`src/design/gnss_dual_antenna_bearing_assert.svh`:
```
// assertion macros used by the bearing rtl file
`ifndef GNSS_DUAL_ANTENNA_BEARING_ASSERT_SVH
`define GNSS_DUAL_ANTENNA_BEARING_ASSERT_SVH
`ifndef SYNTHESIS
`define GDAB_ASSERT(lbl, clk, rst, prop) \
   lbl: assert property (@(posedge clk) disable iff (rst) prop) \
      else $error("gdab assertion failed");
`define GDAB_NEVER(lbl, clk, rst, cond) \
   lbl: assert property (@(posedge clk) disable iff (rst) !(cond)) \
      else $error("gdab forbidden condition");
`else
`define GDAB_ASSERT(lbl, clk, rst, prop)
`define GDAB_NEVER(lbl, clk, rst, cond)
`endif
`endif

```
`src/design/gdab_pkg.sv`:
```
`timescale 1ns / 1ps
package gdab_pkg;
   localparam int XY_W = 35;
   localparam int Z_W  = 34;
   localparam logic signed [XY_W-1:0] CORDIC_GAIN = XY_W'(652032874);
   localparam logic [31:0] QUARTER_TURN = 32'h4000_0000;
   localparam logic signed [31:0] PI_Q29 = 32'sd1686629713;
   localparam logic [40:0] DEG_SCALE = 41'd360;
   localparam logic [32:0] BAM_RECIP = 33'd5124095576;
   localparam logic [31:0] BAM_DIV = 32'd3600000000;
   localparam logic [64:0] BAM_HALF = 65'd1800000000;
   localparam logic signed [26:0] RAD_MIN = -27'sd52707179;
   localparam logic signed [26:0] RAD_MAX = 27'sd52707178;
   localparam logic signed [27:0] DEG_SPAN = 28'sd23592960;

   // arctangent of 2^-idx in binary angle units
   function automatic logic [31:0] atan_entry(input int unsigned idx);
      logic [31:0] v;
      case (idx)
         0: v = 32'd536870912;  1: v = 32'd316933406;  2: v = 32'd167458907;
         3: v = 32'd85004756;   4: v = 32'd42667331;   5: v = 32'd21354465;
         6: v = 32'd10679838;   7: v = 32'd5340245;    8: v = 32'd2670163;
         9: v = 32'd1335087;    10: v = 32'd667544;    11: v = 32'd333772;
         12: v = 32'd166886;    13: v = 32'd83443;     14: v = 32'd41722;
         15: v = 32'd20861;     16: v = 32'd10430;     17: v = 32'd5215;
         18: v = 32'd2608;      19: v = 32'd1304;      20: v = 32'd652;
         21: v = 32'd326;       22: v = 32'd163;       23: v = 32'd81;
         24: v = 32'd41;        25: v = 32'd20;        26: v = 32'd10;
         27: v = 32'd5;         28: v = 32'd3;         29: v = 32'd1;
         30: v = 32'd1;
         default: v = 32'd0;
      endcase
      return v;
   endfunction
endpackage

```
`src/design/gdab_rot_cell.sv`:
```
`timescale 1ns / 1ps
module gdab_rot_cell #(
   parameter int STAGE = 0
) (
   input  logic                            clock,
   input  logic                            reset,
   input  logic                            en,
   input  logic                            in_valid,
   input  logic signed [gdab_pkg::XY_W-1:0] in_x,
   input  logic signed [gdab_pkg::XY_W-1:0] in_y,
   input  logic signed [gdab_pkg::Z_W-1:0]  in_z,
   input  logic                            in_neg,
   output logic                            out_valid,
   output logic signed [gdab_pkg::XY_W-1:0] out_x,
   output logic signed [gdab_pkg::XY_W-1:0] out_y,
   output logic signed [gdab_pkg::Z_W-1:0]  out_z,
   output logic                            out_neg
);
   import gdab_pkg::*;

   logic valid_ff, neg_ff;
   logic signed [XY_W-1:0] x_ff, y_ff, x_in, y_in;
   logic signed [Z_W-1:0]  z_ff, z_in, step;

   always_comb begin
      step = Z_W'(atan_entry(STAGE));
      if (in_z >= 0) begin
         x_in = in_x - (in_y >>> STAGE);
         y_in = in_y + (in_x >>> STAGE);
         z_in = in_z - step;
      end else begin
         x_in = in_x + (in_y >>> STAGE);
         y_in = in_y - (in_x >>> STAGE);
         z_in = in_z + step;
      end
   end

   always_ff @(posedge clock) begin
      if (reset) begin
         valid_ff <= 1'b0;
      end else if (en) begin
         valid_ff <= in_valid;
      end
      if (en) begin
         x_ff   <= x_in;
         y_ff   <= y_in;
         z_ff   <= z_in;
         neg_ff <= in_neg;
      end
   end

   assign out_valid = valid_ff;
   assign out_x     = x_ff;
   assign out_y     = y_ff;
   assign out_z     = z_ff;
   assign out_neg   = neg_ff;
endmodule

```
`config.mk`:
```
export PLATFORM = sky130hd
export DESIGN_NAME = gdab_rot_cell
export DESIGN_NICKNAME = d
export VERILOG_FILES = /design/src/design/gnss_dual_antenna_bearing_assert.svh /design/src/design/gdab_pkg.sv /design/src/design/gdab_rot_cell.sv
export SDC_FILE = /design/constraint.sdc
export NUM_CORES = 1
export LEC_CHECK = 0
export BUFFER_PORTS_ARGS = -buffer_cell sky130_fd_sc_hd__clkbuf_2
export CORE_MARGIN = 2
export CORE_UTILIZATION = 35
export DETAILED_ROUTE_END_ITERATION = 8
export PLACE_DENSITY = 0.54
export RECOVER_POWER = 50
export SYNTH_ARGS = -nofsm -noshare
export SYNTH_HDL_FRONTEND = slang
export SYNTH_SLANG_ARGS = --single-unit
```
`constraint.sdc`:
```
create_clock -name clock -period 3.4 [get_ports clock]
set_clock_uncertainty 0.2 [all_clocks]
set_input_delay 0.17 -clock clock [delete_from_list [all_inputs] [get_ports clock]]
set_output_delay 0.17 -clock clock [all_outputs]
set_load 0.02 [all_outputs]
```
==> impl_metrics.yaml <==
sta:
  rsz0062_at_grt: "no"
  tightest_slew_ns: 0.760
  fin_crit_ns: 3.27
  relSlewSlack: 0.489
  setup_tns_ns: 0
  fmax_mhz: 306
  setup_viol_count_final: 0
  period_share: 0.962
  finalHoldViolCount: 0
  finalMaxSlewViolations: 0
power:
  p_leak_uw: 0.00530
  ir_drop_uv: 217
  pwr_density_cell_nw_per_um2: 402
  fin_total_pwr_uw: 4830
grt:
  grt_first_pass_wirelength_um: 52000
  overflow: 0
  grt_antenna_before_repair: 0
  grt_pass1_vias: 9041
  grt_max_degree: 56
  gr-usage-all-layers: 0.233
synth:
  ys_warn_count: 0
  yosysSeqAreaShare: 0.327
  yosys-top-cells-area: "edfxtp_1, ha_1, xnor2_1, a21oi_1, inv_1"
  synth.top_cell.area_share: 0.325
  syn_area_um2: 9610
  postSynthAreaPerCell_um2: 8.85
  synth_top_cell_by_area: "edfxtp_1"
  synth_most_common_cell: "a21oi_1"
  synth_edf_count: 104
  yosys.cell_types.count: 75
  synth_ff_type: "edfxtp_1"
  ys_async_sr_fraction: 0
  syn_inst: 1086
  syn_nets: 1305
  ys_seq_elements: 105
  ys_top_cells_by_count: "a21oi_1, inv_1, ha_1"
detailed_routing:
  drt_wl_total_um: 34300
  routed_via_density: 5.51
  wire_per_inst_um: 20.1
  drt_iter0_markers: 791
  antenna_left: 0
  dr.pass1.iters: 5
  num_vias: 9442
  drcViolationCount: 0
floorplanning:
  initial_core_util: 0.356
  die-area_um2: 28800
  num_rows: 60
  die_h_um: 170
  coreArea_um2: 27000
  ioPinCount: 215
  die_w_um: 170
cells_and_area:
  drive_gt1_frac: 0.185
  final_core_utilization: 0.446
  fin_nets: 1586
  n_antenna_cell: 0
  fin_area_um2: 12000
  area_growth_syn_to_layout_pct: 25.0
  fill_cells: 2700
place:
  gp_congestion: 0.926
  place_area_um2: 11500
  hpwl_um: 27200
  portBuffers: 214
clock_network:
  clockRootBuffer: "clkbuf_16"
  h-tree-depth: 3
  worstSkewPairLatency_ns: 0.35
  cts.reportedPaths.clkPinSlew_ns: 0.08
  cts_max_path_buffers: 2
  cts_tree: "yes"
  post_cts_buffers: 0
  cts_made_buffers: 9
  clkSinkCount: 105
worst_setup_path:
  cp_max_fo: 49
  r2r_cells: 3
  path_class: "in2reg"
  cp-start-kind: "input pin"
  arrival_ns: 3.18
  setup.worst_path.end_class: "register"
  required_ns: 3.30
run:
  cap_violations: 0
worst_hold_path:
  hold_class: "in2reg"
  min_path_cells: 3
outcome:
  status: "completed"
-- kinds of logic after synthesis --
logic type,share of synthesized area
AO/OA/AOI/OAI,0.238
XOR/XNOR,0.0638
adder cells (fa/ha/maj),0.146
buffers and inverters,0.0663
flip-flops,0.327
multiplexers,0.0125
AND/OR/NAND/NOR,0.146
-- timing repair --
item                                    4_1_cts  5_1_grt
endpoints found under the setup margin        0        3
gates resized for setup                       0        2
hold buffers                                 33        0
endpoints found under the hold margin        32        0
-- per-stage QoR --
step / hold WS (ns) / instances / worst slack [ns]
finish: 0.0461 / 1713 / 0.128
global placement: 0.135 / 1664 / 0.102
floorplan: 0.0424 / 1086 / 0.591
global route: 0.0369 / 1713 / 0.0150
CTS: 0.0296 / 1713 / 0.0488
detailed placement: 0.134 / 1664 / 0.0784
-- metal layers --
metal / GRT usage / share of wire / vias up
li1: - / - / 4489
met1: 0.316 / 0.45 / 4466
met2: 0.392 / 0.46 / 453
met3: 0.0343 / 0.076 / 34
met4: 0.0543 / 0.017 / 0
met5: 0 / 0 / -
-- critical path, stage by stage --
cell and delay (ns):
dlygate4sd3_1 0.53, clkbuf_1 0.11, nor4_1 0.34, nand4_1 0.21, o41a_4 0.59, inv_2 0.19, buf_12 0.28, a21oi_1 0.08
o21ai_0 0.24, o221ai_1 0.25, xnor2_1 0.16
-- report_power, final --
group	switching (µW)	internal, µW	leakage [µW]
sequential	59.8	1670	0.00103
combinational	1240	716	0.00413
clock	555	586	0.000146
-- layout by cell type, fill, tap and decap left out, types with 9 or more instances in the layout --
cell type	Yosys	final
clkbuf_1	14	66
nor2_1	91	91
o21bai_1	13	13
nor2b_1	17	17
a211oi_1	15	15
o21ai_0	57	56
mux2i_1	12	12
a21o_1	27	27
nand2b_1	10	10
xnor2_1	64	64
nand4_1	9	9
nor4_1	10	10
nand2_1	63	63
a31oi_1	13	13
inv_1	107	106
a21oi_1	110	110
dlygate4sd3_1	0	33
edfxtp_1	104	104
buf_4	4	66
o211ai_1	13	13
nand3_1	18	18
clkbuf_16	0	9
clkbuf_2	0	149
nor3_1	24	24
ha_1	106	106
o31ai_1	11	11
-- cell type report --
class | instances | area (µm²) | area share
clock buffers | 10 | 229 | 0.0191
clock inverters | 6 | 75.1 | 0.00625
well taps | 341 | 427 | 0.0355
repair buffers | 317 | 1900 | 0.158
inverters | 108 | 405 | 0.0338
multi-input cells | 826 | 5840 | 0.486
flip-flops and latches | 105 | 3140 | 0.262
-- flip-flops by register name, summed over array words and instances, names as in the netlist --
| name | count |
|---|---|
| out_x | 35 |
| out_y | 34 |
| out_z | 34 |
| out_neg | 1 |
| out_valid | 1 |
-- final timing paths --
check / slack (ns) / end / from
worst max register to register: 2.03 / out_valid$_SDFFE_PP0P_ / out_valid$_SDFFE_PP0P_
worst min-delay path: 0.05 / out_x[0]$_DFFE_PP_ / in_y[0]
worst min register to register: 0.87 / out_valid$_SDFFE_PP0P_ / out_valid$_SDFFE_PP0P_
worst max-delay path: 0.13 / out_y[34]$_DFFE_PP_ / in_z[18]
Note: power is estimated with default switching activity, not from simulation.
