**src/design/gnss_dual_antenna_bearing_assert.svh**
```systemverilog
// assertion macros used by the bearing rtl file
`ifndef GNSS_DUAL_ANTENNA_BEARING_ASSERT_SVH
`define GNSS_DUAL_ANTENNA_BEARING_ASSERT_SVH
`ifndef SYNTHESIS
`define GDAB_ASSERT(lbl, clk, rst, prop) \
   lbl: assert property (@(posedge clk) disable iff (rst) prop) \
      else $error("gdab assertion failed");
`define GDAB_NEVER(lbl, clk, rst, cond) \
   lbl: assert property (@(posedge clk) disable iff (rst) !(cond)) \
      else $error("gdab forbidden condition");
`else
`define GDAB_ASSERT(lbl, clk, rst, prop)
`define GDAB_NEVER(lbl, clk, rst, cond)
`endif
`endif

```
**src/design/gdab_pkg.sv**
```systemverilog
`timescale 1ns / 1ps
package gdab_pkg;
   localparam int XY_W = 35;
   localparam int Z_W  = 34;
   localparam logic signed [XY_W-1:0] CORDIC_GAIN = XY_W'(652032874);
   localparam logic [31:0] QUARTER_TURN = 32'h4000_0000;
   localparam logic signed [31:0] PI_Q29 = 32'sd1686629713;
   localparam logic [40:0] DEG_SCALE = 41'd360;
   localparam logic [32:0] BAM_RECIP = 33'd5124095576;
   localparam logic [31:0] BAM_DIV = 32'd3600000000;
   localparam logic [64:0] BAM_HALF = 65'd1800000000;
   localparam logic signed [26:0] RAD_MIN = -27'sd52707179;
   localparam logic signed [26:0] RAD_MAX = 27'sd52707178;
   localparam logic signed [27:0] DEG_SPAN = 28'sd23592960;

   // arctangent of 2^-idx in binary angle units
   function automatic logic [31:0] atan_entry(input int unsigned idx);
      logic [31:0] v;
      case (idx)
         0: v = 32'd536870912;  1: v = 32'd316933406;  2: v = 32'd167458907;
         3: v = 32'd85004756;   4: v = 32'd42667331;   5: v = 32'd21354465;
         6: v = 32'd10679838;   7: v = 32'd5340245;    8: v = 32'd2670163;
         9: v = 32'd1335087;    10: v = 32'd667544;    11: v = 32'd333772;
         12: v = 32'd166886;    13: v = 32'd83443;     14: v = 32'd41722;
         15: v = 32'd20861;     16: v = 32'd10430;     17: v = 32'd5215;
         18: v = 32'd2608;      19: v = 32'd1304;      20: v = 32'd652;
         21: v = 32'd326;       22: v = 32'd163;       23: v = 32'd81;
         24: v = 32'd41;        25: v = 32'd20;        26: v = 32'd10;
         27: v = 32'd5;         28: v = 32'd3;         29: v = 32'd1;
         30: v = 32'd1;
         default: v = 32'd0;
      endcase
      return v;
   endfunction
endpackage

```
**src/design/gdab_bam.sv**
```systemverilog
`timescale 1ns / 1ps
module gdab_bam #(
   parameter int IN_W = 32
) (
   input  logic                   clock,
   input  logic                   reset,
   input  logic                   en,
   input  logic                   in_valid,
   input  logic signed [IN_W-1:0] in_coord,
   output logic                   out_valid,
   output logic [31:0]            out_bam
);
   import gdab_pkg::*;

   logic [4:0]  valid_ff;
   logic [3:0]  neg_ff;
   logic [31:0] m1_ff, m2_ff, m3_ff;
   logic [64:0] p_ff, p_in;
   logic [32:0] q0_ff, q0a_ff;
   logic [64:0] prod_ff, prod_in;
   logic [64:0] n_in;
   logic [35:0] r_ff, r_in;
   logic [31:0] bam_ff, bam_in;
   logic signed [32:0] ext;
   logic [31:0] mag;
   logic [1:0]  corr;
   logic [32:0] q;

   always_comb begin
      ext = 33'(in_coord);
      mag = ext[32] ? 32'(-ext) : ext[31:0];
      p_in = 65'(m1_ff) * 65'(BAM_RECIP);
      prod_in = 65'(p_ff[64:32]) * 65'(BAM_DIV);
      n_in = {1'b0, m3_ff, 32'd0} + BAM_HALF;
      r_in = 36'(n_in - prod_ff);
      // reciprocal estimate is low by at most three
      corr = 2'd0;
      if (r_ff >= 36'(3 * 64'(BAM_DIV)))      corr = 2'd3;
      else if (r_ff >= 36'(2 * 64'(BAM_DIV))) corr = 2'd2;
      else if (r_ff >= 36'(BAM_DIV))          corr = 2'd1;
      q = q0a_ff + 33'(corr);
      bam_in = neg_ff[3] ? (32'd0 - q[31:0]) : q[31:0];
   end

   always_ff @(posedge clock) begin
      if (reset) begin
         valid_ff <= '0;
      end else if (en) begin
         valid_ff <= {valid_ff[3:0], in_valid};
      end
      if (en) begin
         neg_ff  <= {neg_ff[2:0], ext[32]};
         m1_ff   <= mag;
         p_ff    <= p_in;
         m2_ff   <= m1_ff;
         q0_ff   <= p_ff[64:32];
         prod_ff <= prod_in;
         m3_ff   <= m2_ff;
         r_ff    <= r_in;
         q0a_ff  <= q0_ff;
         bam_ff  <= bam_in;
      end
   end

   assign out_valid = valid_ff[4];
   assign out_bam   = bam_ff;
endmodule

```
**config.mk**
```make
export PLATFORM = sky130hd
export DESIGN_NAME = gdab_bam
export DESIGN_NICKNAME = d
export VERILOG_FILES = /design/src/design/gnss_dual_antenna_bearing_assert.svh /design/src/design/gdab_pkg.sv /design/src/design/gdab_bam.sv
export SDC_FILE = /design/constraint.sdc
export NUM_CORES = 2
export LEC_CHECK = 0
export BUFFER_PORTS_ARGS = -buffer_cell sky130_fd_sc_hd__buf_4
export CAP_MARGIN = 10
export CELL_PAD_IN_SITES_DETAIL_PLACEMENT = 1
export CELL_PAD_IN_SITES_GLOBAL_PLACEMENT = 1
export CORE_UTILIZATION = 45
export CTS_CLUSTER_SIZE = 14
export DETAILED_ROUTE_END_ITERATION = 16
export GPL_TIMING_DRIVEN = 1
export PLACE_DENSITY_LB_ADDON = 0.25
export REMOVE_ABC_BUFFERS = 1
export SLEW_MARGIN = 20
export SYNTH_ARGS = -nofsm -noshare
export SYNTH_HDL_FRONTEND = slang
export SYNTH_SLANG_ARGS = --single-unit
```
**constraint.sdc**
```tcl
create_clock -name clock -period 19.01 [get_ports clock]
set_clock_uncertainty 0.05 [all_clocks]
set_input_delay 3.802 -clock clock [delete_from_list [all_inputs] [get_ports clock]]
set_output_delay 3.802 -clock clock [all_outputs]
set_load 0.1 [all_outputs]
```
==> flow_summary.toml <==
[critical_path]
critical_path.endpoint_type = "flop"
path_cells = "inv_1, fa_1, inv_1, fa_1, inv_1, fa_1, fa_1, inv_1, fa_1, fa_1, fa_1, inv_1, fa_1, inv_1, ha_1, and4_1, nor2b_1, a221oi_1, nand3_1, o21ai_0, a22oi_1, a21bo_2, a2111oi_0, and4b_1"
reg2reg_setup_slack_ns = 9.92
crit_family = "adder cells"
cp_max_fo = 8
critical_path_buf_inv_count = 6
cp_slowest_cell = "a221oi_1"
r2r-start = "m1_ff[14]$_DFFE_PP_"
r2r_end = "p_ff[63]$_DFFE_PP_"
cp.required_ns = 19.31
startpoint_type = "flop"
path_common_cell = "fa_1"
arrival_ns = 9.39
critPathMaxStageDelay_ns = 0.99
r2r_cells = 24
worstSetupPathType = "reg2reg"

[clocking]
h-tree-depth = 1
clock-sinks = 225
cts_setup_buffers = 0
cts_tree = "built"
ctsHoldBuffers = 0
root_buffer = "clkbuf_16"
clk_latency_ns = 0.59
cts_max_path_buffers = 3
clk_pin_slew_worst_paths_ns = 0.07
cts_made_buffers = 30
cts_resized = 0

[timing]
min_period_ns = 9.09
fmax_mhz = 110
period_share_pct = 47.8
setup_viol = 0
tightest_slew_ns = 1.21
rsz0062_at_grt = "no"
final-max-slew-violation-count = 0
max-slew-margin-rel_pct = 19.6
tns_ns = 0
hold_viol_final = 0

[drt]
via_count = 20600
routedWlPerCell_um = 21.8
antenna_left = 0
routed_wl_um = 87300
drc = 0
drtPass1Iterations = 5
drt_iter0_markers = 914
via_per_inst = 5.14

[synth]
synth_warnings = 0
synth_edf_count = 220
synth_top_area_share_pct = 33.0
async_flop_share_pct = 0
synth_cell_type_count = 78
synthCells = 2946
synth_top_cell_by_area = "fa_1"
ys_seq_elements = 225
synth_area_leaders = "fa_1 (33%), edfxtp_1 (21%), ha_1 (19%)"
postSynthAreaPerCell_um2 = 10.9
yosysMostFrequentCell = "inv_1"
synth_top_flop_cell = "edfxtp_1"
ys_top_cells_by_count = "inv_1 (901), fa_1 (530), ha_1 (498)"
syn_area_um2 = 32200
synth-seq-area-share_pct = 20.8

[place]
io_buffers = 68
dpl-instance-area_um2 = 33800
hpwl_um = 76200
routabilityCongestion = 0.982

[floorplanning]
fp.dieArea_um2 = 72600
die_w_um = 269
fp.coreArea_um2 = 70400
chipHeight_um = 269
io-pin-count = 69
start_util_pct = 45.7
rows = 97

[layout]
fin_nets = 4097
insertedDiodeCount = 0
drive_gt1_share_pct = 5.14
area_delta_synth_final_pct = 8.39
final_area_um2 = 34900

[hold_path]
min_path_cells = 0
min_delay_worst_endpoint = "q0a_ff[26]$_DFFE_PP_"
holdCritStartpoint = "q0_ff[26]$_DFFE_PP_"
min_path_type = "reg2reg"

[run_status]
run_status = "complete, no violations"

[grt]
antenna_found_initial = 3
grt_start_max_net_pins = 107
grt_pass1_wl_um = 136000
grt_pass1_vias = 23900
grt.total_usage_pct = 24.8
grt-ovfl-total = 0

[job]
maxCapViolCount = 0
per-stage QoR:
| stage | setup WS [ns] | std cells | hold WS (ns) | utilization [%] |
|---|---|---|---|---|
| floorplan | 11.55 | 2928 | 0.350 | - |
| global placement | 10.36 | 3941 | 0.351 | 48.1 |
| detailed placement | 10.01 | 3941 | 0.355 | 48.1 |
| CTS | 9.96 | 3997 | 0.365 | 49.6 |
| global route | 9.67 | 3997 | 0.374 | 49.6 |
| finish | 9.92 | 3997 | 0.364 | 49.6 |
per-layer routing:
| layer | GRT usage [%] | up-vias | wire (µm) |
|---|---|---|---|
| li1 | - | 9486 | - |
| met1 | 29.9 | 10500 | 35500 |
| met2 | 44.0 | 377 | 44200 |
| met3 | 3.65 | 157 | 3620 |
| met4 | 10.3 | 2 | 3970 |
| met5 | 0 | - | 13 |
layout make-up:
cell class	count	area, µm²
Tap cell	940	1180
Clock buffer	37	851
Fill cell	7690	35500
Timing Repair Buffer	73	556
Multi-Input combinational cell	1802	22000
Inverter	901	3380
Sequential cell	225	6710
Clock inverter	19	201
flip-flops by register name, summed over array words and instances (netlist names):
signal	cells
q0_ff	32
neg_ff	4
q0a_ff	32
r_ff	25
out_bam	32
valid_ff	5
p_ff	32
m1_ff	32
prod_ff	23
m2_ff	4
m3_ff	4
how the worst max path moves through the flow:
stage,from,endpoint,cells past startpoint,slack [ns]
2_1_floorplan,m1_ff[13]$_DFFE_PP_,p_ff[63]$_DFFE_PP_,24,11.55
3_3_place_gp,m1_ff[18]$_DFFE_PP_,p_ff[57]$_DFFE_PP_,23,10.36
3_5_place_dp,m1_ff[14]$_DFFE_PP_,p_ff[63]$_DFFE_PP_,24,10.01
4_1_cts,m1_ff[14]$_DFFE_PP_,p_ff[63]$_DFFE_PP_,24,9.96
5_1_grt,m1_ff[13]$_DFFE_PP_,p_ff[63]$_DFFE_PP_,24,9.67
6_report,m1_ff[14]$_DFFE_PP_,p_ff[63]$_DFFE_PP_,24,9.92
cells by family (layout without fill, tap and decap cells):
family                     after synthesis  count (layout)  share of synthesized area [%]
buffers and inverters                  919            1030                           10.8
DFF                                    225             225                           20.8
muxes                                    9               9                          0.292
adders and majority gates             1028            1028                           52.3
AOI/OAI and AO/OA                      273             273                           5.66
and+or+nand+nor                        307             307                           5.08
xor gates and xnor gates               185             185                           5.03
cell usage in the layout, fill, tap and decap left out, types with 33 or more instances in the layout:
cell type / n
edfxtp_1: 220
a21oi_1: 70
fa_1: 530
o21ai_0: 57
nand2_1: 86
xor2_1: 48
clkbuf_16: 33
inv_1: 901
ha_1: 498
a21o_1: 37
xnor2_1: 137
nor2_1: 54
buf_4: 72
Power is left out: the tool's default activity adds up to more than one toggle a clock period on the data nets, which glitch-free logic cannot reach.
