[src/design/gnss_dual_antenna_bearing_assert.svh]
// assertion macros used by the bearing rtl file
`ifndef GNSS_DUAL_ANTENNA_BEARING_ASSERT_SVH
`define GNSS_DUAL_ANTENNA_BEARING_ASSERT_SVH
`ifndef SYNTHESIS
`define GDAB_ASSERT(lbl, clk, rst, prop) \
   lbl: assert property (@(posedge clk) disable iff (rst) prop) \
      else $error("gdab assertion failed");
`define GDAB_NEVER(lbl, clk, rst, cond) \
   lbl: assert property (@(posedge clk) disable iff (rst) !(cond)) \
      else $error("gdab forbidden condition");
`else
`define GDAB_ASSERT(lbl, clk, rst, prop)
`define GDAB_NEVER(lbl, clk, rst, cond)
`endif
`endif

[src/design/gdab_pkg.sv]
`timescale 1ns / 1ps
package gdab_pkg;
   localparam int XY_W = 35;
   localparam int Z_W  = 34;
   localparam logic signed [XY_W-1:0] CORDIC_GAIN = XY_W'(652032874);
   localparam logic [31:0] QUARTER_TURN = 32'h4000_0000;
   localparam logic signed [31:0] PI_Q29 = 32'sd1686629713;
   localparam logic [40:0] DEG_SCALE = 41'd360;
   localparam logic [32:0] BAM_RECIP = 33'd5124095576;
   localparam logic [31:0] BAM_DIV = 32'd3600000000;
   localparam logic [64:0] BAM_HALF = 65'd1800000000;
   localparam logic signed [26:0] RAD_MIN = -27'sd52707179;
   localparam logic signed [26:0] RAD_MAX = 27'sd52707178;
   localparam logic signed [27:0] DEG_SPAN = 28'sd23592960;

   // arctangent of 2^-idx in binary angle units
   function automatic logic [31:0] atan_entry(input int unsigned idx);
      logic [31:0] v;
      case (idx)
         0: v = 32'd536870912;  1: v = 32'd316933406;  2: v = 32'd167458907;
         3: v = 32'd85004756;   4: v = 32'd42667331;   5: v = 32'd21354465;
         6: v = 32'd10679838;   7: v = 32'd5340245;    8: v = 32'd2670163;
         9: v = 32'd1335087;    10: v = 32'd667544;    11: v = 32'd333772;
         12: v = 32'd166886;    13: v = 32'd83443;     14: v = 32'd41722;
         15: v = 32'd20861;     16: v = 32'd10430;     17: v = 32'd5215;
         18: v = 32'd2608;      19: v = 32'd1304;      20: v = 32'd652;
         21: v = 32'd326;       22: v = 32'd163;       23: v = 32'd81;
         24: v = 32'd41;        25: v = 32'd20;        26: v = 32'd10;
         27: v = 32'd5;         28: v = 32'd3;         29: v = 32'd1;
         30: v = 32'd1;
         default: v = 32'd0;
      endcase
      return v;
   endfunction
endpackage

[src/design/gdab_vec_cell.sv]
`timescale 1ns / 1ps
module gdab_vec_cell #(
   parameter int STAGE = 0
) (
   input  logic                            clock,
   input  logic                            reset,
   input  logic                            en,
   input  logic                            in_valid,
   input  logic signed [gdab_pkg::XY_W-1:0] in_x,
   input  logic signed [gdab_pkg::XY_W-1:0] in_y,
   input  logic signed [gdab_pkg::Z_W-1:0]  in_z,
   input  logic                            in_zero,
   output logic                            out_valid,
   output logic signed [gdab_pkg::XY_W-1:0] out_x,
   output logic signed [gdab_pkg::XY_W-1:0] out_y,
   output logic signed [gdab_pkg::Z_W-1:0]  out_z,
   output logic                            out_zero
);
   import gdab_pkg::*;

   logic valid_ff, zero_ff;
   logic signed [XY_W-1:0] x_ff, y_ff, x_in, y_in;
   logic signed [Z_W-1:0]  z_ff, z_in, step;

   always_comb begin
      step = Z_W'(atan_entry(STAGE));
      if (in_y >= 0) begin
         x_in = in_x + (in_y >>> STAGE);
         y_in = in_y - (in_x >>> STAGE);
         z_in = in_z + step;
      end else begin
         x_in = in_x - (in_y >>> STAGE);
         y_in = in_y + (in_x >>> STAGE);
         z_in = in_z - step;
      end
   end

   always_ff @(posedge clock) begin
      if (reset) begin
         valid_ff <= 1'b0;
      end else if (en) begin
         valid_ff <= in_valid;
      end
      if (en) begin
         x_ff    <= x_in;
         y_ff    <= y_in;
         z_ff    <= z_in;
         zero_ff <= in_zero;
      end
   end

   assign out_valid = valid_ff;
   assign out_x     = x_ff;
   assign out_y     = y_ff;
   assign out_z     = z_ff;
   assign out_zero  = zero_ff;
endmodule

[config.mk]
export PLATFORM = sky130hd
export DESIGN_NAME = gdab_vec_cell
export DESIGN_NICKNAME = d
export VERILOG_FILES = /design/src/design/gnss_dual_antenna_bearing_assert.svh /design/src/design/gdab_pkg.sv /design/src/design/gdab_vec_cell.sv
export SDC_FILE = /design/constraint.sdc
export NUM_CORES = 1
export LEC_CHECK = 0
export BUFFER_PORTS_ARGS = -buffer_cell sky130_fd_sc_hd__buf_2
export CAP_MARGIN = 25
export CORE_MARGIN = 2
export CORE_UTILIZATION = 55
export DETAILED_ROUTE_END_ITERATION = 8
export GPL_TIMING_DRIVEN = 0
export PLACE_DENSITY = 0.81
export SLEW_MARGIN = 20
export SYNTH_ARGS = -nofsm -noshare
export SYNTH_HDL_FRONTEND = slang
export SYNTH_SLANG_ARGS = --single-unit
[constraint.sdc]
create_clock -name clock -period 6.8 [get_ports clock]
set_input_delay 0 -clock clock [delete_from_list [all_inputs] [get_ports clock]]
set_output_delay 0 -clock clock [all_outputs]
set_load 0.1 [all_outputs]
==> results.ini, run 1 <==
[drt]
routed_wirelength_mm = 32.25
drt_iter0_markers = 973
drt_first_pass_iters = 6
via_per_inst = 5.987
drc = 0
wl_per_cell_um = 20.31
vias = 9508
postRouteAntennaNets = 0

[setup_path]
crit_path_start_kind = primary input
critPathMaxFanout = 5
end_kind = flop
cp_cell_sequence = buf_2, ha_1, inv_1, fa_1, o21bai_1, a2111oi_0, nor4b_1, o31ai_1, a31oi_1, o21ai_1, o211ai_1, o31a_1, xnor2_1
critical_path_class = primary input to flop
slowest_stage = a2111oi_0
cp_data_arrival_time_ns = 3.82
slowest_delay_ns = 0.81
cp_data_required_time_ns = 6.91

[finish]
final_util_pct = 67.60
drive_above_1_share_pct = 18.71
syn_to_final_growth_pct = 21.37
final_area_mm2 = 0.01157
n_antenna_cell = 0
finalNetCount = 1578
layout.cells.non_filler = 1588

[logic_synthesis]
ys_async_sr_fraction_pct = 0
synthCells = 1098
synth_edf_count = 104
synth_most_common_cell = a21oi_1
yosys-top-cells-area = edfxtp_1 (33%), ha_1 (14%), a21oi_1 (6.8%)
synth_fp_nets = 1318
yosysSeqAreaShare_pct = 32.97
yosys.cell_types.count = 76
ys_seq_elements = 105
yosys_warnings = 0
synth_top_cell_area_share_pct = 32.76
syn_area_mm2 = 0.009533
synth.cells.most_frequent = a21oi_1 (129), ha_1 (107), inv_1 (107)
syn_avg_cell_area_um2 = 8.682
yosys.area.top_type = edfxtp_1
synthFlopType = edfxtp_1

[clocking]
clkTransAtPathRegs_ns = 0.08
cts_root_buf = clkbuf_16
cts_resized = 0
cts_buffers = 9
clkSinkCount = 105
cts_max_level = 3
clock_latency_ns = 0.36
post_cts_buffers = 0
cts_tree = done
clock_path_buffers = 2

[timing]
maxSlewViolCount = 0
worstMarginPinSlew_ns = 1.015
setup_viol = 0
fin_ws_ns = 3.090
finalCritPeriodShare_pct = 54.56
timing.fmax_ghz = 0.2695
whs_ns = 0.06652
tns_ns = 0
rsz0062_at_grt = no
relSlewSlack_pct = 32.37
skew_ns = 0
period_minus_slack_ns = 3.710
finalHoldViolCount = 0

[placed_design]
numPortBuffers = 214
dp_cells = 1538
gp_congestion = 0.9676
hpwlAfterDp_mm = 24.35
placed_cell_area_mm2 = 0.01092
dp_slack_ns = 2.938

[global_route]
grt_pass1_wl_mm = 48.51
grt_pass1_vias = 9075
grtUsageTotal_pct = 34.26
grt_max_degree = 64
antenna_found_initial = 0
grt_overflow = 0

[pwr]
p_leak_nw = 5.124
fin_total_pwr_mw = 2.884
ir_drop_mv = 0.1632
p_per_area_mw_per_mm2 = 249.3

[flow_run]
drv_cap = 0

[floorplan]
die_x_um = 135.7
die_h_um = 135.7
initial_core_util_pct = 55.69
io_pins = 215
rows = 48
core_mm2 = 0.01712
die_area_mm2 = 0.01840

[status]
status = finished clean

[worst_hold_path]
hp-class = primary input to flop

[registers in the layout, indices dropped and copies added, names as in the netlist]
name       cells
out_z         34
out_y         34
out_x         35
out_valid      1
out_zero       1
[cell usage in the layout (no fill, tap or decap), drive strengths merged, types with 25 or more instances in the layout]
cell / instances
edfxtp: 104
ha: 107
nor2: 98
clkbuf: 37
dlygate4sd3: 34
a21oi: 129
nor3: 25
o21ai: 88
buf: 233
nand2: 62
inv: 109
xnor2: 64
[worst max-delay path, delay by kind of cell]
kind / cells / cell delay, ns
AOI/OAI and AO/OA: 7 / 2.88
xor gates and xnor gates: 1 / 0.14
adders and majority gates: 2 / 0.43
buffers and inverters: 2 / 0.19
and+or+nand+nor: 1 / 0.16
[final timing paths]
check                           startpoint  depth (start not counted)  slack, ns   endpoint
worst max-delay path               in_x[0]                         13       3.09  out_x[28]
worst min-delay path                    en                          1       0.07  out_y[20]
worst max register to register   out_valid                          3       5.67  out_valid
worst min register to register   out_valid                          3       1.05  out_valid
[power breakdown]
group | total (mW) | switching [mW] | internal, mW | leakage [nW]
registers | 0.855 | 0.0218 | 0.833 | 1.03
logic | 1.48 | 1.15 | 0.328 | 3.95
clock network | 0.549 | 0.287 | 0.262 | 0.146
total | 2.88 | 1.46 | 1.42 | 5.12
[kinds of logic after synthesis]
| logic type | Yosys count | synth area share [%] |
|---|---|---|
| buffers and inverters | 156 | 6.326 |
| AND/OR/NAND/NOR | 277 | 13.89 |
| XOR/XNOR | 70 | 6.431 |
| AO/OA/AOI/OAI | 361 | 23.60 |
| adder cells (fa/ha/maj) | 111 | 14.88 |
| flip-flops | 105 | 32.97 |
| multiplexers | 18 | 1.903 |
[repair_timing]
item	in CTS	in global routing
endpoints found under the setup margin	0	0
hold buffers	34	0
endpoints found under the hold margin	34	0
[layer usage]
layer,GRT usage (%),wire [um]
met1,44.21,13050
met4,15.16,1269
met2,56.26,14890
met5,0,0
met3,6.173,3048
[area by class of cell]
cell class                      instances  area (um2)
Buffer                                 46       190.2
Clock buffer                            9       225.2
Clock inverter                          7       85.08
Fill cell                            1417        5547
Inverter                              110       412.9
Multi-Input combinational cell        837        5787
Sequential cell                       105        3143
Tap cell                              225       281.5
Timing Repair Buffer                  249        1445
Note: power is estimated with default switching activity, not from simulation.
==> inputs of run 2 (changes only) <==
- CORE_UTILIZATION: 55 -> 51
- PLACE_DENSITY: 0.81 -> 0.79
- clock period: 6.8 -> 3.3 ns (I/O delays scaled with it)
==> results.ini, run 2 (synthesis gave the netlist of run 1 again) <==
[finish]
syn_to_final_growth_pct = 21.50
multi_input_area_mm2 = 0.005793
layout_common_cells = buf_2 (218), a21oi_1 (129), inv_1 (107), ha_1 (107), edfxtp_1 (104)
nFillCells = 1590
layout_commonest_cell = buf_2
drive_above_1_share_pct = 18.78
n_antenna_cell = 0
register_area_mm2 = 0.003143
largest_reg_flops = 35
finalNetCount = 1578

[timing]
maxSlewViolCount = 0
skew_ns = 0
setup_viol = 0
relSlewSlack_pct = 30.60
timing.fmax_ghz = 0.3111
rsz0062_at_grt = no
period_minus_slack_ns = 3.214
worstMarginPinSlew_ns = 1.041
finalCritPeriodShare_pct = 97.40
finalHoldViolCount = 0
fin_ws_ns = 0.08583

[clocking]
cts_buffers = 9
cts_tree = done
clkTransAtPathRegs_ns = 0.09
cts_root_buf = clkbuf_16
clock_path_buffers = 2
clkSinkCount = 105
cts_max_level = 3
post_cts_buffers = 0
clock_latency_ns = 0.36

[floorplan]
initial_core_util_pct = 51.48
die_x_um = 140.7
io_pins = 215
die_h_um = 140.7
core_mm2 = 0.01852
die_area_mm2 = 0.01980
rows = 50

[global_route]
grt_overflow = 0
grt_pass1_vias = 9043
grt_pass1_wl_mm = 47.38
antenna_found_initial = 0
grt_max_degree = 66
grtUsageTotal_pct = 30.51

[setup_path]
r2r_slack_ns = 2.15
critical_path_class = primary input to flop
end_kind = flop
critPathMaxFanout = 5
crit_path_start_kind = primary input
cp_data_required_time_ns = 3.47
cp_data_arrival_time_ns = 3.38

[placed_design]
hpwlAfterDp_mm = 23.91
dp_slack_ns = -0.3002
numPortBuffers = 214
gp_congestion = 0.9686

[drt]
wl_per_cell_um = 19.30
postRouteAntennaNets = 0
drt_iter0_markers = 983
via_per_inst = 5.899
routed_wirelength_mm = 30.83
vias = 9421
drt_first_pass_iters = 6
drc = 0

[flow_run]
drv_cap = 0

[pwr]
ir_drop_mv = 0.2966
fin_total_pwr_mw = 5.912
p_leak_nw = 5.125
p_per_area_mw_per_mm2 = 510.4

[worst_hold_path]
hp-class = primary input to flop

[status]
status = finished clean

-- run 2: cell types whose count changed in the layout (fill, tap and decap cells not counted), sizes merged --
cell    change
clkinv      -3
inv         +3
-- run 2: per-stage QoR --
step / setup TNS [ns] / instances / instance area (um2) / hold WS, ns / util [%]
final: 0 / 1597 / 11580 / 0.04239 / 62.55
after floorplan: 0 / 1098 / 9533 / 0.07238 / -
after detailed placement: -2.684 / 1547 / 10930 / 0.1605 / 59.03
after CTS: 0 / 1597 / 11580 / 0.05382 / 62.51
after global placement: -1.861 / 1546 / 10900 / 0.1598 / 58.84
after global routing: 0 / 1597 / 11580 / 0.06977 / 62.55
-- run 2: what timing repair did --
| action | in CTS | in global routing |
|---|---|---|
| resized for setup | 0 | 2 |
| endpoints found under the setup margin | 0 | 14 |
| hold buffers | 34 | 0 |
| endpoints found under the hold margin | 34 | 0 |
-- run 2: area by class of cell --
type	instances	area share (%)
Buffer	46	1.642
Clock buffer	9	1.944
Clock inverter	7	0.6914
Inverter	110	3.565
Multi-Input combinational cell	837	50.02
Sequential cell	105	27.14
Tap cell	234	2.528
Timing Repair Buffer	249	12.48
-- run 2: path summary, 6_finish.rpt --
check | from | endpoint | depth (start not counted)
worst max register to register | out_valid | out_valid | 3
worst min-delay path | en | out_x[19] | 1
worst max-delay path | in_x[0] | out_x[28] | 13
worst min register to register | out_valid | out_valid | 3
-- run 2: critical path, stage by stage --
cell and delay [ns]:
buf_2 0.12, ha_1 0.21, inv_1 0.07, fa_1 0.21, o21bai_1 0.12, a2111oi_1 0.68
nor4b_1 0.20, o31ai_1 0.51, a31oi_1 0.22, o21ai_1 0.50, o211ai_1 0.14, o31a_1 0.16
xnor2_1 0.26
-- run 2: where the power goes --
| group | switching (mW) | leakage, nW | internal, mW |
|---|---|---|---|
| logic | 2.36 | 3.95 | 0.676 |
| clock network | 0.571 | 0.146 | 0.542 |
| registers | 0.0431 | 1.03 | 1.72 |
-- run 2: routing by layer --
layer	global-route usage, %	vias to the layer above	wire length, um
met3	4.586	91	2681
met4	13.63	0	1195
met5	0	-	0
li1	-	4437	-
met2	49.76	556	14180
met1	40.38	4337	12760
==> inputs of run 3 (changes only) <==
- SETUP_SLACK_MARGIN: default -> 0.5
==> results.ini, run 3 (synthesis gave the netlist of run 1 again) <==
[timing]
timing.fmax_ghz = 0.3588
fin_ws_ns = 0.5130
finalCritPeriodShare_pct = 84.46
finalHoldViolCount = 0
period_minus_slack_ns = 2.787
maxSlewViolCount = 0
worstMarginPinSlew_ns = 1.015
relSlewSlack_pct = 32.35
setup_viol = 0
skew_ns = 0
whs_ns = 0.04461
rsz0062_at_grt = yes
tns_ns = 0

[status]
status = finished clean

[placed_design]
gp_congestion = 0.9686
placed_cell_area_mm2 = 0.01093
dp_slack_ns = -0.3002
dp_cells = 1547
hpwlAfterDp_mm = 23.91
numPortBuffers = 214

[setup_path]
startpoint = in_x[17]
end_kind = flop
cp-endpoint = out_y[28]
critical_path_class = primary input to flop
cp_data_arrival_time_ns = 2.87
r2r_cells = 3
r2r_slack_ns = 2.15
r2r_end = out_valid
critPathMaxFanout = 10
cp_data_required_time_ns = 3.39
crit_path_start_kind = primary input
worstReg2RegStart = out_valid

[worst_hold_path]
hp-class = primary input to flop

[drt]
postRouteAntennaNets = 0
wl_per_cell_um = 19.39
via_per_inst = 5.921
drt_first_pass_iters = 6
drt_iter0_markers = 988
vias = 9479
drc = 0
routed_wirelength_mm = 31.05

[clocking]
cts_buffers = 9
cts_root_buf = clkbuf_16
cts_max_level = 3
clock_path_buffers = 2
clock_latency_ns = 0.36
clkSinkCount = 105
clkTransAtPathRegs_ns = 0.09
cts_tree = done

[global_route]
grt_overflow = 0
grt_pass1_wl_mm = 47.54
grt_max_degree = 66
grtUsageTotal_pct = 30.60
grt_pass1_vias = 9070
antenna_found_initial = 0

[floorplan]
io_pins = 215
die_x_um = 140.7
rows = 50
die_h_um = 140.7
die_area_mm2 = 0.01980
initial_core_util_pct = 51.48
core_mm2 = 0.01852

[finish]
final_util_pct = 63.41
layout_commonest_cell = buf_2
finalNetCount = 1582
nFillCells = 1581
layout.cells.non_filler = 1601
final_area_mm2 = 0.01174
largest_reg_flops = 35
layout_common_cells = buf_2 (218), a21oi_1 (127), inv_1 (107)
n_antenna_cell = 0
syn_to_final_growth_pct = 23.18
drive_above_1_share_pct = 20.70

[pwr]
p_leak_nw = 5.173
fin_total_pwr_mw = 5.946
ir_drop_mv = 0.2968
p_per_area_mw_per_mm2 = 506.3

[flow_run]
drv_cap = 0

[run 3: what timing repair did]
item | CTS | global route
hold endpoints to repair | 34 | 0
resized for setup | 8 | 27
pin swaps | 3 | 5
hold buffers | 34 | 0
endpoints found under the setup margin | 19 | 22
buffers inserted | 2 | 2
[run 3: layout make-up]
type	count	area, um2	area share (%)
multi-input combinational	837	5914	50.37
sequential	105	3143	26.77
timing repair buffer	253	1475	12.56
inverter	110	412.9	3.516
tap	234	292.8	2.493
clock buffer	9	225.2	1.918
buffer	46	198.9	1.694
clock inverter	7	80.08	0.6819
[run 3: where the power goes]
group	leakage (nW)	switching [mW]	internal (mW)
registers	1.03	0.0432	1.72
logic	4.00	2.38	0.695
clock network	0.146	0.568	0.542
total	5.17	2.99	2.95
[run 3: metal layers]
metal | routed length (um) | up-vias | track usage, %
met5 | 0 | - | 0
met4 | 1158 | 0 | 13.95
met3 | 2676 | 94 | 4.586
met2 | 14440 | 559 | 49.83
met1 | 12770 | 4382 | 40.47
li1 | - | 4444 | -
[run 3: worst max-delay path, cell delays in order]
cell      delay (ns)
buf_2           0.11
inv_1           0.04
ha_1            0.26
buf_4           0.16
nand4_1         0.20
or3_4           0.38
or3_1           0.40
or3_4           0.42
a211oi_4        0.22
nor2_1          0.09
o31ai_2         0.25
o311ai_1        0.15
xnor2_1         0.20
[run 3: worst min path at each step]
stage | startpoint | to | cells past startpoint
4_1_cts | in_y[0] | out_x[0] | 3
5_1_grt | en | out_y[19] | 1
2_1_floorplan | reset | out_valid | 1
6_report | en | out_x[19] | 1
3_5_place_dp | reset | out_valid | 2
3_3_place_gp | reset | out_valid | 2
